## src/design/bfu_pkg.sv

```systemverilog
// Shared constants and controller/datapath interface types of the frame upscaler.
package bfu_pkg;

  localparam int unsigned SENSOR_COLS_DEF = 32;
  localparam int unsigned SENSOR_ROWS_DEF = 24;
  localparam int unsigned SCALE_X_DEF     = 10;
  localparam int unsigned SCALE_Y_DEF     = 10;
  localparam int unsigned STORE_DEPTH_DEF = SENSOR_COLS_DEF * SENSOR_ROWS_DEF;

  localparam int PIX_W = 16;
  localparam int IDX_W = 10;
  localparam int DX_W  = 9;
  localparam int DY_W  = 8;

  localparam logic CMD_WRITE = 1'b0;
  localparam logic CMD_READ  = 1'b1;

  localparam logic METHOD_BILINEAR = 1'b0;
  localparam logic METHOD_NEAREST  = 1'b1;

  typedef struct packed {
    logic       wr;
    logic       cap;
    logic       div;
    logic       rem;
    logic       addr;
    logic       rd;
    logic [1:0] rd_sel;
    logic       take;
    logic [1:0] take_sel;
    logic       vmul0;
    logic       vmul1;
    logic       rnd;
    logic       rcp;
    logic       fix;
    logic       load;
  } bfu_cmd_t;

  typedef struct packed {
    logic in_range;
  } bfu_sts_t;

endpackage

```

## src/design/bfu_ctrl.sv

```systemverilog
// Controller of the frame upscaler: sequences one request through the datapath.
module bfu_ctrl (
  input  logic              clk_i,
  input  logic              rst_ni,
  input  logic              in_valid_i,
  input  logic              command_i,
  output logic              in_stall_o,
  output logic              out_valid_o,
  input  logic              out_stall_i,
  output bfu_pkg::bfu_cmd_t cmd_o,
  input  bfu_pkg::bfu_sts_t sts_i
);

  typedef enum logic [3:0] {
    ST_IDLE,
    ST_DIV,
    ST_REM,
    ST_ADDR,
    ST_RD0,
    ST_RD1,
    ST_RD2,
    ST_RD3,
    ST_TK3,
    ST_VM0,
    ST_VM1,
    ST_RND,
    ST_RCP,
    ST_FIX,
    ST_OUT
  } state_e;

  state_e state_q, state_d;
  logic   out_valid_q, out_valid_d;

  always_comb begin
    cmd_o       = '0;
    state_d     = state_q;
    out_valid_d = out_valid_q && out_stall_i;
    unique case (state_q)
      ST_IDLE: begin
        if (in_valid_i) begin
          unique case (command_i)
            bfu_pkg::CMD_WRITE: cmd_o.wr = 1'b1;
            bfu_pkg::CMD_READ: begin
              cmd_o.cap = 1'b1;
              state_d   = ST_DIV;
            end
            default: state_d = ST_IDLE;
          endcase
        end
      end
      ST_DIV: begin
        cmd_o.div = 1'b1;
        state_d   = sts_i.in_range ? ST_REM : ST_OUT;
      end
      ST_REM: begin
        cmd_o.rem = 1'b1;
        state_d   = ST_ADDR;
      end
      ST_ADDR: begin
        cmd_o.addr = 1'b1;
        state_d    = ST_RD0;
      end
      ST_RD0: begin
        cmd_o.rd     = 1'b1;
        cmd_o.rd_sel = 2'd0;
        state_d      = ST_RD1;
      end
      ST_RD1: begin
        cmd_o.rd       = 1'b1;
        cmd_o.rd_sel   = 2'd1;
        cmd_o.take     = 1'b1;
        cmd_o.take_sel = 2'd0;
        state_d        = ST_RD2;
      end
      ST_RD2: begin
        cmd_o.rd       = 1'b1;
        cmd_o.rd_sel   = 2'd2;
        cmd_o.take     = 1'b1;
        cmd_o.take_sel = 2'd1;
        state_d        = ST_RD3;
      end
      ST_RD3: begin
        cmd_o.rd       = 1'b1;
        cmd_o.rd_sel   = 2'd3;
        cmd_o.take     = 1'b1;
        cmd_o.take_sel = 2'd2;
        state_d        = ST_TK3;
      end
      ST_TK3: begin
        cmd_o.take     = 1'b1;
        cmd_o.take_sel = 2'd3;
        state_d        = ST_VM0;
      end
      ST_VM0: begin
        cmd_o.vmul0 = 1'b1;
        state_d     = ST_VM1;
      end
      ST_VM1: begin
        cmd_o.vmul1 = 1'b1;
        state_d     = ST_RND;
      end
      ST_RND: begin
        cmd_o.rnd = 1'b1;
        state_d   = ST_RCP;
      end
      ST_RCP: begin
        cmd_o.rcp = 1'b1;
        state_d   = ST_FIX;
      end
      ST_FIX: begin
        cmd_o.fix = 1'b1;
        state_d   = ST_OUT;
      end
      ST_OUT: begin
        // hold until the output register is free
        if (!out_valid_q || !out_stall_i) begin
          cmd_o.load  = 1'b1;
          out_valid_d = 1'b1;
          state_d     = ST_IDLE;
        end
      end
      default: state_d = ST_IDLE;
    endcase
  end

  always_ff @(posedge clk_i or negedge rst_ni) begin
    if (!rst_ni) begin
      state_q     <= ST_IDLE;
      out_valid_q <= 1'b0;
    end else begin
      state_q     <= state_d;
      out_valid_q <= out_valid_d;
    end
  end

  assign in_stall_o  = (state_q != ST_IDLE);
  assign out_valid_o = out_valid_q;

endmodule

```

## config.mk

```make
export PLATFORM = sky130hd
export DESIGN_NAME = bfu_ctrl
export DESIGN_NICKNAME = d
export VERILOG_FILES = /design/src/design/bfu_pkg.sv /design/src/design/bfu_ctrl.sv
export SDC_FILE = /design/constraint.sdc
export NUM_CORES = 1
export LEC_CHECK = 0
export BUFFER_PORTS_ARGS = -buffer_cell sky130_fd_sc_hd__buf_2
export CAP_MARGIN = 0
export CORE_AREA = 4 4 41 43
export CTS_CLUSTER_SIZE = 14
export DETAILED_ROUTE_END_ITERATION = 8
export DIE_AREA = 0 0 45 47
export HOLD_SLACK_MARGIN = 0.02
export MAX_ROUTING_LAYER = met4
export SETUP_SLACK_MARGIN = 0.4
export SLEW_MARGIN = 20
export SYNTH_ARGS = -nofsm -noshare
export SYNTH_HDL_FRONTEND = slang
export SYNTH_SLANG_ARGS = --single-unit
```

## constraint.sdc

```tcl
create_clock -name clk_i -period 1.4 [get_ports clk_i]
set_clock_uncertainty 0.05 [all_clocks]
set_input_delay 0.35 -clock clk_i [delete_from_list [all_inputs] [get_ports clk_i]]
set_output_delay 0.35 -clock clk_i [all_outputs]
set_load 0.1 [all_outputs]
```

==> impl_metrics.env, run 1 <==
export IMPL_status="did not finish"
export IMPL_haltStage="clock tree synthesis (4_1_cts)"
export IMPL_error="[ERROR DPL-0038] Utilization greater than 100%, impossible to legalize"
export IMPL_synth_fa_ha_area_frac=0
export IMPL_portBuffers=24
export IMPL_ys_types=28
export IMPL_synth_largest_area_cell="dfrtp_1"
export IMPL_rows=13
export IMPL_synth_net_count=64
export IMPL_cts_inserted_buffers=3
export IMPL_synth_simple_area_share=0.3817
export IMPL_ys_async_sr_fraction=1.000
export IMPL_clk_path_buf_depth=2
export IMPL_synth_compound_area_frac=0.2367
export IMPL_synth_seq_cells=5
export IMPL_dp_hpwl_um=1643
export IMPL_cts_hold_buf=1
export IMPL_synth_top_cell_area_share=0.2959
export IMPL_cts_root_buffer="clkbuf_4"
export IMPL_ys_flop_type="dfrtp_1"
export IMPL_die_x_um=45
export IMPL_start_util=0.3250
export IMPL_clkSinkCount=5
export IMPL_cts_resized=25
export IMPL_synth_xor_xnor_area_share=0
export IMPL_ys_seq_area_frac=0.2959
export IMPL_synth_top_family_by_area="simple AND/OR/NAND/NOR gates"
export IMPL_dieHeight_um=47
export IMPL_yosysWarnings=0
export IMPL_synth_mux_area_frac=0
export IMPL_netlist_instances=58
export IMPL_avgSynthCellArea_um2=7.291
export IMPL_num_io_pins=25
export IMPL_post_cts_buffers=10
export IMPL_synth_edf_count=0
export IMPL_synthesis_area_um2=422.9
export IMPL_htreeDepth=1
export IMPL_ys_top_cells_by_area="dfrtp_1 (30%), nor2_1 (8.9%), nand2_1 (7.1%), nor3_1 (5.9%), a21oi_1 (4.7%)"
export IMPL_place_gp_congestion=0.8687
cells by family after synthesis:
| group | Yosys count |
|---|---|
| AO/OA/AOI/OAI | 14 |
| buffers and inverters | 6 |
| flip-flops | 5 |
| AND/OR/NAND/NOR | 33 |
cells in the mapped netlist (all sizes together) (2+ instances only):
master  number
nor2        10
inv          2
nand2        9
dfrtp        5
nor3b        2
o211ai       2
buf          4
a211oi       2
nor3         5
a21oi        4
through the flow:
step,hold slack [ns],utilization,area [um2],setup WS [ns],std cells
3_5_place_dp,0.1167,0.9202,1197,-0.2945,109
3_3_place_gp,0.1149,0.9202,1197,-0.2708,109
2_1_floorplan,0.004409,-,685.7,-0.8096,58
==> inputs of run 2 (changes only) <==
--- a/config.mk
+++ b/config.mk
@@ -7,13 +7,10 @@
 export LEC_CHECK = 0
 export BUFFER_PORTS_ARGS = -buffer_cell sky130_fd_sc_hd__buf_2
 export CAP_MARGIN = 0
-export CORE_AREA = 4 4 41 43
-export CTS_CLUSTER_SIZE = 14
+export CORE_AREA = 4 4 65 67
 export DETAILED_ROUTE_END_ITERATION = 8
-export DIE_AREA = 0 0 45 47
-export HOLD_SLACK_MARGIN = 0.02
-export MAX_ROUTING_LAYER = met4
-export SETUP_SLACK_MARGIN = 0.4
+export DIE_AREA = 0 0 69 71
+export PLACE_DENSITY_LB_ADDON = 0.15
 export SLEW_MARGIN = 20
 export SYNTH_ARGS = -nofsm -noshare
 export SYNTH_HDL_FRONTEND = slang
==> impl_metrics.env, run 2 <==
export IMPL_yosysWarnings=0
export IMPL_regArea_um2=131.4
export IMPL_place_gp_congestion=0.7360
export IMPL_slew_violations=0
export IMPL_synth_largest_area_cell="dfrtp_1"
export IMPL_final_layout_size_suffix_gt1_frac=0.8165
export IMPL_start_util=0.1164
export IMPL_synth_net_count=64
export IMPL_ys_flop_type="dfrtp_1"
export IMPL_drc_errors=0
export IMPL_worstMarginPinSlew_ns=0.2603
export IMPL_critPathCaptureType="primary output"
export IMPL_ys_seq_area_frac=0.2959
export IMPL_final_setup_tns_ns=-6.079
export IMPL_portBuffers=24
export IMPL_required_ns=1.00
export IMPL_nets=116
export IMPL_hold_class="input port to flop"
export IMPL_dieHeight_um=71
export IMPL_crit_buf_inv=2
export IMPL_num_io_pins=25
export IMPL_r2r_end="state_q[3]"
export IMPL_final_cell_mix="buf_12 (21), buf_4 (13), buf_6 (10), nor2_4 (7)"
export IMPL_ff2ff_path_depth=5
export IMPL_cts_tree="done"
export IMPL_htreeDepth=1
export IMPL_hold_viol=0
export IMPL_wl_per_cell_um=11.08
export IMPL_path_max_fanout=5
export IMPL_synthTopCellsByCount="nor2_1 (10), nand2_1 (8), dfrtp_1 (5), nor3_1 (5), a21oi_1 (4)"
export IMPL_insertion_delay_ns=0.22
export IMPL_fillers=370
export IMPL_cts_root_buffer="clkbuf_8"
export IMPL_synthesis_area_um2=422.9
export IMPL_rsz0062_at_grt="true"
export IMPL_failed_checks="setup timing"
export IMPL_timing_final_ws_setup_ns=-0.4285
export IMPL_crit_type="flop to primary output"
export IMPL_final_common_cell="buf_12"
export IMPL_die_area_um2=4899
export IMPL_multi_input_area_um2=504.2
export IMPL_max_slew_margin=0.8263
export IMPL_max_cap_viol_count=0
export IMPL_cp_data_arrival_time_ns=1.43
export IMPL_setup_viol=19
export IMPL_drt_iter0_markers=2
export IMPL_antenna_found_initial=0
export IMPL_drt_first_pass_iters=3
export IMPL_gr_usage_all_layers=0.07783
export IMPL_netlist_instances=58
export IMPL_fin_area_um2=1449
export IMPL_min_period_ns=1.828
export IMPL_crit_family="flip-flops"
export IMPL_synth_top_cell_area_share=0.2959
export IMPL_status="finished with violations"
export IMPL_core_region_area_um2=3633
export IMPL_hold_path_end="out_valid_o"
export IMPL_fin_crit_sh=1.306
export IMPL_slowest_stage="dfrtp_2"
export IMPL_clk_path_buf_depth=2
export IMPL_ys_async_sr_fraction=1.000
export IMPL_holdPathStages=3
export IMPL_regMostFlops="state_q"
export IMPL_area_delta_synth_final_pct=242.6
export IMPL_ant_nets=0
export IMPL_clock_fmax_ghz=0.5469
export IMPL_r2r_slack_ns=-0.01
export IMPL_min_from="out_stall_i"
export IMPL_synth_most_common_cell="nor2_1"
export IMPL_die_x_um=69
export IMPL_reg2reg_from="state_q[2]"
export IMPL_place_area_um2=1284
export IMPL_synth_seq_cells=5
export IMPL_num_vias=608
export IMPL_rows=22
export IMPL_clkSinkCount=5
export IMPL_cts_inserted_buffers=3
export IMPL_grt_max_degree=8
export IMPL_ys_types=28
export IMPL_grt_pass1_wl_um=3084
export IMPL_avgSynthCellArea_um2=7.291
export IMPL_dp_hpwl_um=1388
export IMPL_synth_edf_count=0
export IMPL_grt_remaining_overflow=0
export IMPL_clk_pin_slew_ns=0.03
export IMPL_largest_reg_flops=4
export IMPL_antennaDiodeCount=0
export IMPL_wirelength_um=1740
export IMPL_ys_top_cells_by_area="dfrtp_1 (30%), nor2_1 (8.9%), nand2_1 (7.1%), nor3_1 (5.9%), a21oi_1 (4.7%)"
export IMPL_vias_per_cell=3.873
export IMPL_startpoint_type="flop"
export IMPL_path_cells="buf_6, nor2b_4, and2_4, o21bai_4, buf_12"
export IMPL_grt_pass1_vias=686
export IMPL_max_stage_delay_ns=0.44
-- run 2: cell counts after synthesis --
Identical to the previous run, type by type.
-- run 2: per-layer routing --
layer,global-route usage,share of wire
met1,0.08868,0.41
met5,0,0
met4,0.05206,0.022
met3,0.01847,0.041
met2,0.1292,0.52
-- run 2: per-stage QoR --
stage | worst slack (ns) | cells | utilization | hold WS, ns
5_1_grt | -0.4893 | 157 | 0.3988 | 0.4281
4_1_cts | -0.4404 | 156 | 0.3919 | 0.3965
2_1_floorplan | -0.8096 | 58 | - | 0.004409
6_report | -0.4285 | 157 | 0.3988 | 0.3960
3_5_place_dp | -0.2277 | 147 | 0.3533 | 0.1248
3_3_place_gp | -0.2075 | 147 | 0.3533 | 0.1226
-- run 2: layout make-up --
cell class                      instances  share of cell area
Timing Repair Buffer                   51              0.4698
Multi-Input combinational cell         47              0.3480
Sequential cell                         5             0.09067
Tap cell                               48             0.04145
Clock buffer                            4             0.03109
Inverter                                2             0.01900
-- run 2: worst max path at each step --
stage               startpoint         to  depth (start not counted)
global route        state_q[3]   cmd_o[8]                          5
global placement    state_q[2]  cmd_o[16]                          5
floorplan           state_q[3]   cmd_o[8]                          3
detailed placement  state_q[2]  cmd_o[16]                          5
CTS                 state_q[3]  cmd_o[16]                          5
finish              state_q[3]   cmd_o[8]                          5
-- run 2: logic make-up after synthesis --
group                  share of synthesized area
AOI/OAI and AO/OA                         0.2367
DFF                                       0.2959
and+or+nand+nor                           0.3817
buffers and inverters                    0.08579
-- run 2: repair_timing --
item                                    CTS  global route
cloned                                    0             0
resized for setup                        16             5
pin swaps                                12             4
hold endpoints to repair                  5             0
endpoints found under the setup margin   19            19
setup buffers                             5             1
hold buffers                              1             0
-- run 2: worst min-delay path, delay by kind of cell --
kind,cells,cell delay [ns]
buf+inv,1,0.12
simple gates,2,0.16
Power of run 2 is left out: the tool's default activity adds up to more than one toggle a clock period on the data nets, which glitch-free logic cannot reach.
==> inputs of run 3 (changes only) <==
--- a/config.mk
+++ b/config.mk
@@ -5,12 +5,14 @@
 export SDC_FILE = /design/constraint.sdc
 export NUM_CORES = 1
 export LEC_CHECK = 0
+export ABC_AREA = 1
 export BUFFER_PORTS_ARGS = -buffer_cell sky130_fd_sc_hd__buf_2
 export CAP_MARGIN = 0
 export CORE_AREA = 4 4 65 67
 export DETAILED_ROUTE_END_ITERATION = 8
 export DIE_AREA = 0 0 69 71
 export PLACE_DENSITY_LB_ADDON = 0.15
+export SKIP_CTS_REPAIR_TIMING = 1
 export SLEW_MARGIN = 20
 export SYNTH_ARGS = -nofsm -noshare
 export SYNTH_HDL_FRONTEND = slang
==> impl_metrics.env, run 3 <==
export IMPL_status="finished with violations"
export IMPL_failed_checks="setup timing"
export IMPL_clock_fmax_ghz=0.5560
export IMPL_slew_violations=0
export IMPL_wirelength_um=1610
export IMPL_nets=143
export IMPL_drt_first_pass_iters=2
export IMPL_core_region_area_um2=3633
export IMPL_dp_hpwl_um=1417
export IMPL_num_io_pins=25
export IMPL_path_max_fanout=4
export IMPL_layout_cells_non_filler=184
export IMPL_crit_family="simple AND/OR/NAND/NOR gates"
export IMPL_place_gp_congestion=0.7647
export IMPL_synth_net_count=84
export IMPL_drt_iter0_markers=17
export IMPL_synth_seq_cells=5
export IMPL_ys_seq_area_frac=0.2786
export IMPL_gr_usage_all_layers=0.06714
export IMPL_ff2ff_path_depth=9
export IMPL_synthTopCellsByCount="nand2_1 (26), nor2_1 (14), inv_1 (10)"
export IMPL_clk_pin_slew_ns=0.04
export IMPL_hold_class="input port to flop"
export IMPL_drc_errors=0
export IMPL_synth_largest_area_cell="dfrtp_1"
export IMPL_worstMarginPinSlew_ns=0.3102
export IMPL_die_area_um2=4899
export IMPL_fin_area_um2=1409
export IMPL_die_x_um=69
export IMPL_min_period_ns=1.799
export IMPL_min_from="out_stall_i"
export IMPL_crit_type="flop to primary output"
export IMPL_clkSinkCount=5
export IMPL_htreeDepth=1
export IMPL_synth_most_common_cell="nand2_1"
export IMPL_synthesis_area_um2=449.2
export IMPL_cts_inserted_buffers=3
export IMPL_startpoint_type="flop"
export IMPL_slowest_stage="dfrtp_2"
export IMPL_r2r_slack_ns=0.03
export IMPL_final_common_cell="buf_4"
export IMPL_final_setup_tns_ns=-6.054
export IMPL_hold_path_end="out_valid_o"
export IMPL_synth_edf_count=0
export IMPL_ant_nets=0
export IMPL_fin_crit_sh=1.285
export IMPL_antenna_found_initial=0
export IMPL_final_layout_size_suffix_gt1_frac=0.7721
export IMPL_r2r_end="state_q[1]"
export IMPL_area_delta_synth_final_pct=213.6
export IMPL_cts_tree="done"
export IMPL_antennaDiodeCount=0
export IMPL_insertion_delay_ns=0.22
export IMPL_holdPathStages=3
export IMPL_grt_pass1_wl_um=2794
export IMPL_max_slew_margin=0.7927
export IMPL_yosysWarnings=0
export IMPL_avgSynthCellArea_um2=5.759
export IMPL_final_cell_mix="buf_4 (21), buf_12 (19), nand2_1 (17), nor2_4 (11), buf_6 (8)"
export IMPL_ys_async_sr_fraction=1.000
export IMPL_timing_final_ws_setup_ns=-0.3986
export IMPL_rows=22
export IMPL_max_cap_viol_count=0
export IMPL_regMostFlops="state_q"
export IMPL_ys_flop_type="dfrtp_1"
export IMPL_crit_buf_inv=2
export IMPL_path_cells="nor2_4, and2_1, inv_2, nand4_1, buf_12"
export IMPL_grt_pass1_vias=671
export IMPL_place_area_um2=1197
export IMPL_place_ws_ns=-0.1838
export IMPL_portBuffers=24
export IMPL_wl_per_cell_um=8.750
export IMPL_max_stage_delay_ns=0.44
export IMPL_rsz0062_at_grt="true"
export IMPL_num_vias=653
export IMPL_grt_remaining_overflow=0
export IMPL_grt_max_degree=6
export IMPL_clk_path_buf_depth=2
export IMPL_largest_reg_flops=4
export IMPL_netlist_instances=78
export IMPL_ys_types=14
export IMPL_setup_viol=18
export IMPL_start_util=0.1236
export IMPL_cp_data_arrival_time_ns=1.40
export IMPL_dieHeight_um=71
export IMPL_cts_root_buffer="clkbuf_8"
export IMPL_required_ns=1.00
export IMPL_placedCellCount=170
export IMPL_critPathCaptureType="primary output"
export IMPL_reg2reg_from="state_q[0]"
export IMPL_ys_top_cells_by_area="dfrtp_1 (28%), nand2_1 (22%), nor2_1 (12%), inv_1 (8.4%), nor2_4 (7.5%)"
export IMPL_hold_viol=0
export IMPL_synth_top_cell_area_share=0.2786
export IMPL_vias_per_cell=3.549
-- run 3: cell count changes in the layout (fill, tap and decap cells not counted), moves of 5 or more --
cell        change
buf_4           +8
inv_2           +7
nand2_1        +13
clkinvlp_4      +7
nor3_4          -5
-- run 3: how the worst max path moves through the flow --
stage	from	endpoint	slack, ns	cells past startpoint
after floorplan	state_q[2]	cmd_o[8]	-0.91	4
after global placement	state_q[0]	cmd_o[8]	-0.19	5
after detailed placement	state_q[0]	cmd_o[8]	-0.18	5
after CTS	state_q[0]	cmd_o[8]	-0.42	5
after global routing	state_q[1]	cmd_o[8]	-0.45	5
final	state_q[1]	cmd_o[8]	-0.40	5
-- run 3: cell families after synthesis --
logic type / after synthesis / synth area share
compound gates: 2 / 0.02226
buf+inv: 17 / 0.1421
flops: 5 / 0.2786
simple gates: 54 / 0.5571
-- run 3: worst register-to-register path: cells and delay by family, from the launching register on --
kind,cells,cell delay (ns)
buffers and inverters,5,0.54
flip-flops,1,0.42
AND/OR/NAND/NOR,4,0.24
-- run 3: per-layer routing --
layer	global-route usage	part of all wire	wire [um]	vias up
li1	-	-	-	344
met1	0.07997	0.42	684	291
met2	0.1123	0.50	813	18
met3	0.03409	0.070	112	0
met4	0.006508	0	0	0
met5	0	0	0	-
-- run 3: metrics by stage --
step | hold slack (ns) | utilization
finish | 0.3412 | 0.3877
global route | 0.3437 | 0.3877
CTS | -0.1165 | 0.3419
global placement | 0.1238 | 0.3295
detailed placement | 0.1168 | 0.3295
floorplan | 0.004409 | -
-- run 3: area by class of cell --
type / count / area [um2]
clock buffers: 4 / 45.04
fillers: 384 / 2225
inverters: 17 / 95.09
multi-input cells: 56 / 414.1
flip-flops and latches: 5 / 131.4
well taps: 48 / 60.06
repair buffers: 54 / 663.1
Power of run 3 is left out for the same reason.
==> inputs of run 4 (changes only) <==
--- a/config.mk
+++ b/config.mk
@@ -6,11 +6,11 @@
 export NUM_CORES = 1
 export LEC_CHECK = 0
 export ABC_AREA = 1
-export BUFFER_PORTS_ARGS = -buffer_cell sky130_fd_sc_hd__buf_2
 export CAP_MARGIN = 0
 export CORE_AREA = 4 4 65 67
 export DETAILED_ROUTE_END_ITERATION = 8
 export DIE_AREA = 0 0 69 71
+export DONT_BUFFER_PORTS = 1
 export PLACE_DENSITY_LB_ADDON = 0.15
 export SKIP_CTS_REPAIR_TIMING = 1
 export SLEW_MARGIN = 20
==> impl_metrics.env, run 4 (synthesized netlist as in run 3, its figures left out) <==
export IMPL_status="finished with violations"
export IMPL_failed_checks="setup timing"
export IMPL_r2r_slack_ns=-0.07
export IMPL_max_cap_viol_count=0
export IMPL_grt_remaining_overflow=0
export IMPL_grt_max_degree=6
export IMPL_vias_per_cell=3.480
export IMPL_hold_viol=0
export IMPL_wirelength_um=1559
export IMPL_start_util=0.1236
export IMPL_drc_errors=0
export IMPL_regMostFlops="state_q"
export IMPL_rows=22
export IMPL_hold_class="input port to flop"
export IMPL_die_x_um=69
export IMPL_final_layout_size_suffix_gt1_frac=0.7638
export IMPL_slew_violations=0
export IMPL_critPathCaptureType="primary output"
export IMPL_cts_tree="done"
export IMPL_cts_inserted_buffers=3
export IMPL_rsz0062_at_grt="true"
export IMPL_nets=134
export IMPL_r2r_end="state_q[1]"
export IMPL_grt_pass1_vias=593
export IMPL_crit_type="flop to primary output"
export IMPL_ant_nets=0
export IMPL_post_route_util=0.3526
export IMPL_layout_cells_non_filler=175
export IMPL_ff2ff_path_depth=9
export IMPL_antenna_found_initial=0
export IMPL_num_io_pins=25
export IMPL_fin_crit_sh=1.290
export IMPL_die_area_um2=4899
export IMPL_portBuffers=0
export IMPL_cts_root_buffer="clkbuf_8"
export IMPL_max_slew_margin=0.8153
export IMPL_placedCellCount=167
export IMPL_gr_usage_all_layers=0.06362
export IMPL_insertion_delay_ns=0.22
export IMPL_fillers=390
export IMPL_required_ns=1.00
export IMPL_clkSinkCount=5
export IMPL_final_common_cell="buf_4"
export IMPL_min_period_ns=1.806
export IMPL_htreeDepth=1
export IMPL_wl_per_cell_um=8.909
export IMPL_hold_slack_ns=0.2276
export IMPL_startpoint_type="flop"
export IMPL_clock_fmax_ghz=0.5537
export IMPL_largest_reg_flops=4
export IMPL_area_delta_synth_final_pct=185.2
export IMPL_worstMarginPinSlew_ns=0.2793
export IMPL_num_vias=609
export IMPL_setup_viol=19
export IMPL_core_region_area_um2=3633
export IMPL_timing_final_ws_setup_ns=-0.4059
export IMPL_reg2reg_from="state_q[0]"
export IMPL_dieHeight_um=71
export IMPL_path_max_fanout=4
export IMPL_grt_pass1_wl_um=2601
export IMPL_antennaDiodeCount=0
export IMPL_clk_path_buf_depth=2
export IMPL_drt_iter0_markers=9
export IMPL_dp_hpwl_um=1415
export IMPL_drt_first_pass_iters=4
export IMPL_holdPathStages=2
export IMPL_hold_path_end="out_valid_o"
export IMPL_place_gp_congestion=0.7907
export IMPL_cp_data_arrival_time_ns=1.41
export IMPL_min_from="out_stall_i"
export IMPL_clk_pin_slew_ns=0.04
export IMPL_final_cell_mix="buf_4 (23), nand2_1 (16), buf_12 (16), nor2_4 (13), nand2_2 (10)"
==> run 4: cell count changes in the layout (fill, tap and decap cells not counted), sizes merged <==
cell	previous run	this run
buf	53	44
==> run 4: worst max path at each step <==
stage,from,end,slack [ns],cells after the start
after global routing,state_q[3],cmd_o[16],-0.45,5
after detailed placement,state_q[0],cmd_o[0],-0.18,5
after global placement,state_q[0],cmd_o[8],-0.17,5
after CTS,state_q[0],cmd_o[0],-0.42,5
final,state_q[0],cmd_o[0],-0.41,5
after floorplan,state_q[2],cmd_o[8],-0.91,4
==> run 4: layout make-up <==
| type | count | area [um2] | share of cell area |
|---|---|---|---|
| multi-input combinational | 56 | 392.9 | 0.3066 |
| timing repair buffer | 45 | 559.3 | 0.4365 |
| tap | 48 | 60.06 | 0.04687 |
| clock buffer | 4 | 45.04 | 0.03516 |
| inverter | 17 | 92.59 | 0.07227 |
| sequential | 5 | 131.4 | 0.1025 |
==> run 4: through the flow <==
stage / setup WS, ns / area (um2) / TNS [ns]
2_1_floorplan: -0.9117 / 581.8 / -6.137
3_3_place_gp: -0.1704 / 1150 / -1.417
3_5_place_dp: -0.1835 / 1150 / -1.492
4_1_cts: -0.4208 / 1195 / -5.658
5_1_grt: -0.4538 / 1281 / -6.341
6_report: -0.4059 / 1281 / -5.232
==> run 4: per-layer routing <==
| layer | GRT usage | vias up | wire length (um) |
|---|---|---|---|
| li1 | - | 329 | - |
| met5 | 0 | - | 0 |
| met2 | 0.1059 | 17 | 777 |
| met3 | 0.02131 | 2 | 81 |
| met4 | 0.02603 | 0 | 11 |
| met1 | 0.07498 | 261 | 689 |
==> run 4: critical path: stages, from the launching register on <==
cell and delay, ns:
dfrtp_2 0.43, buf_4 0.15, nor2_4 0.16, nand2_2 0.13, nor2_4 0.15, buf_12 0.18
Power of run 4 is left out for the same reason.
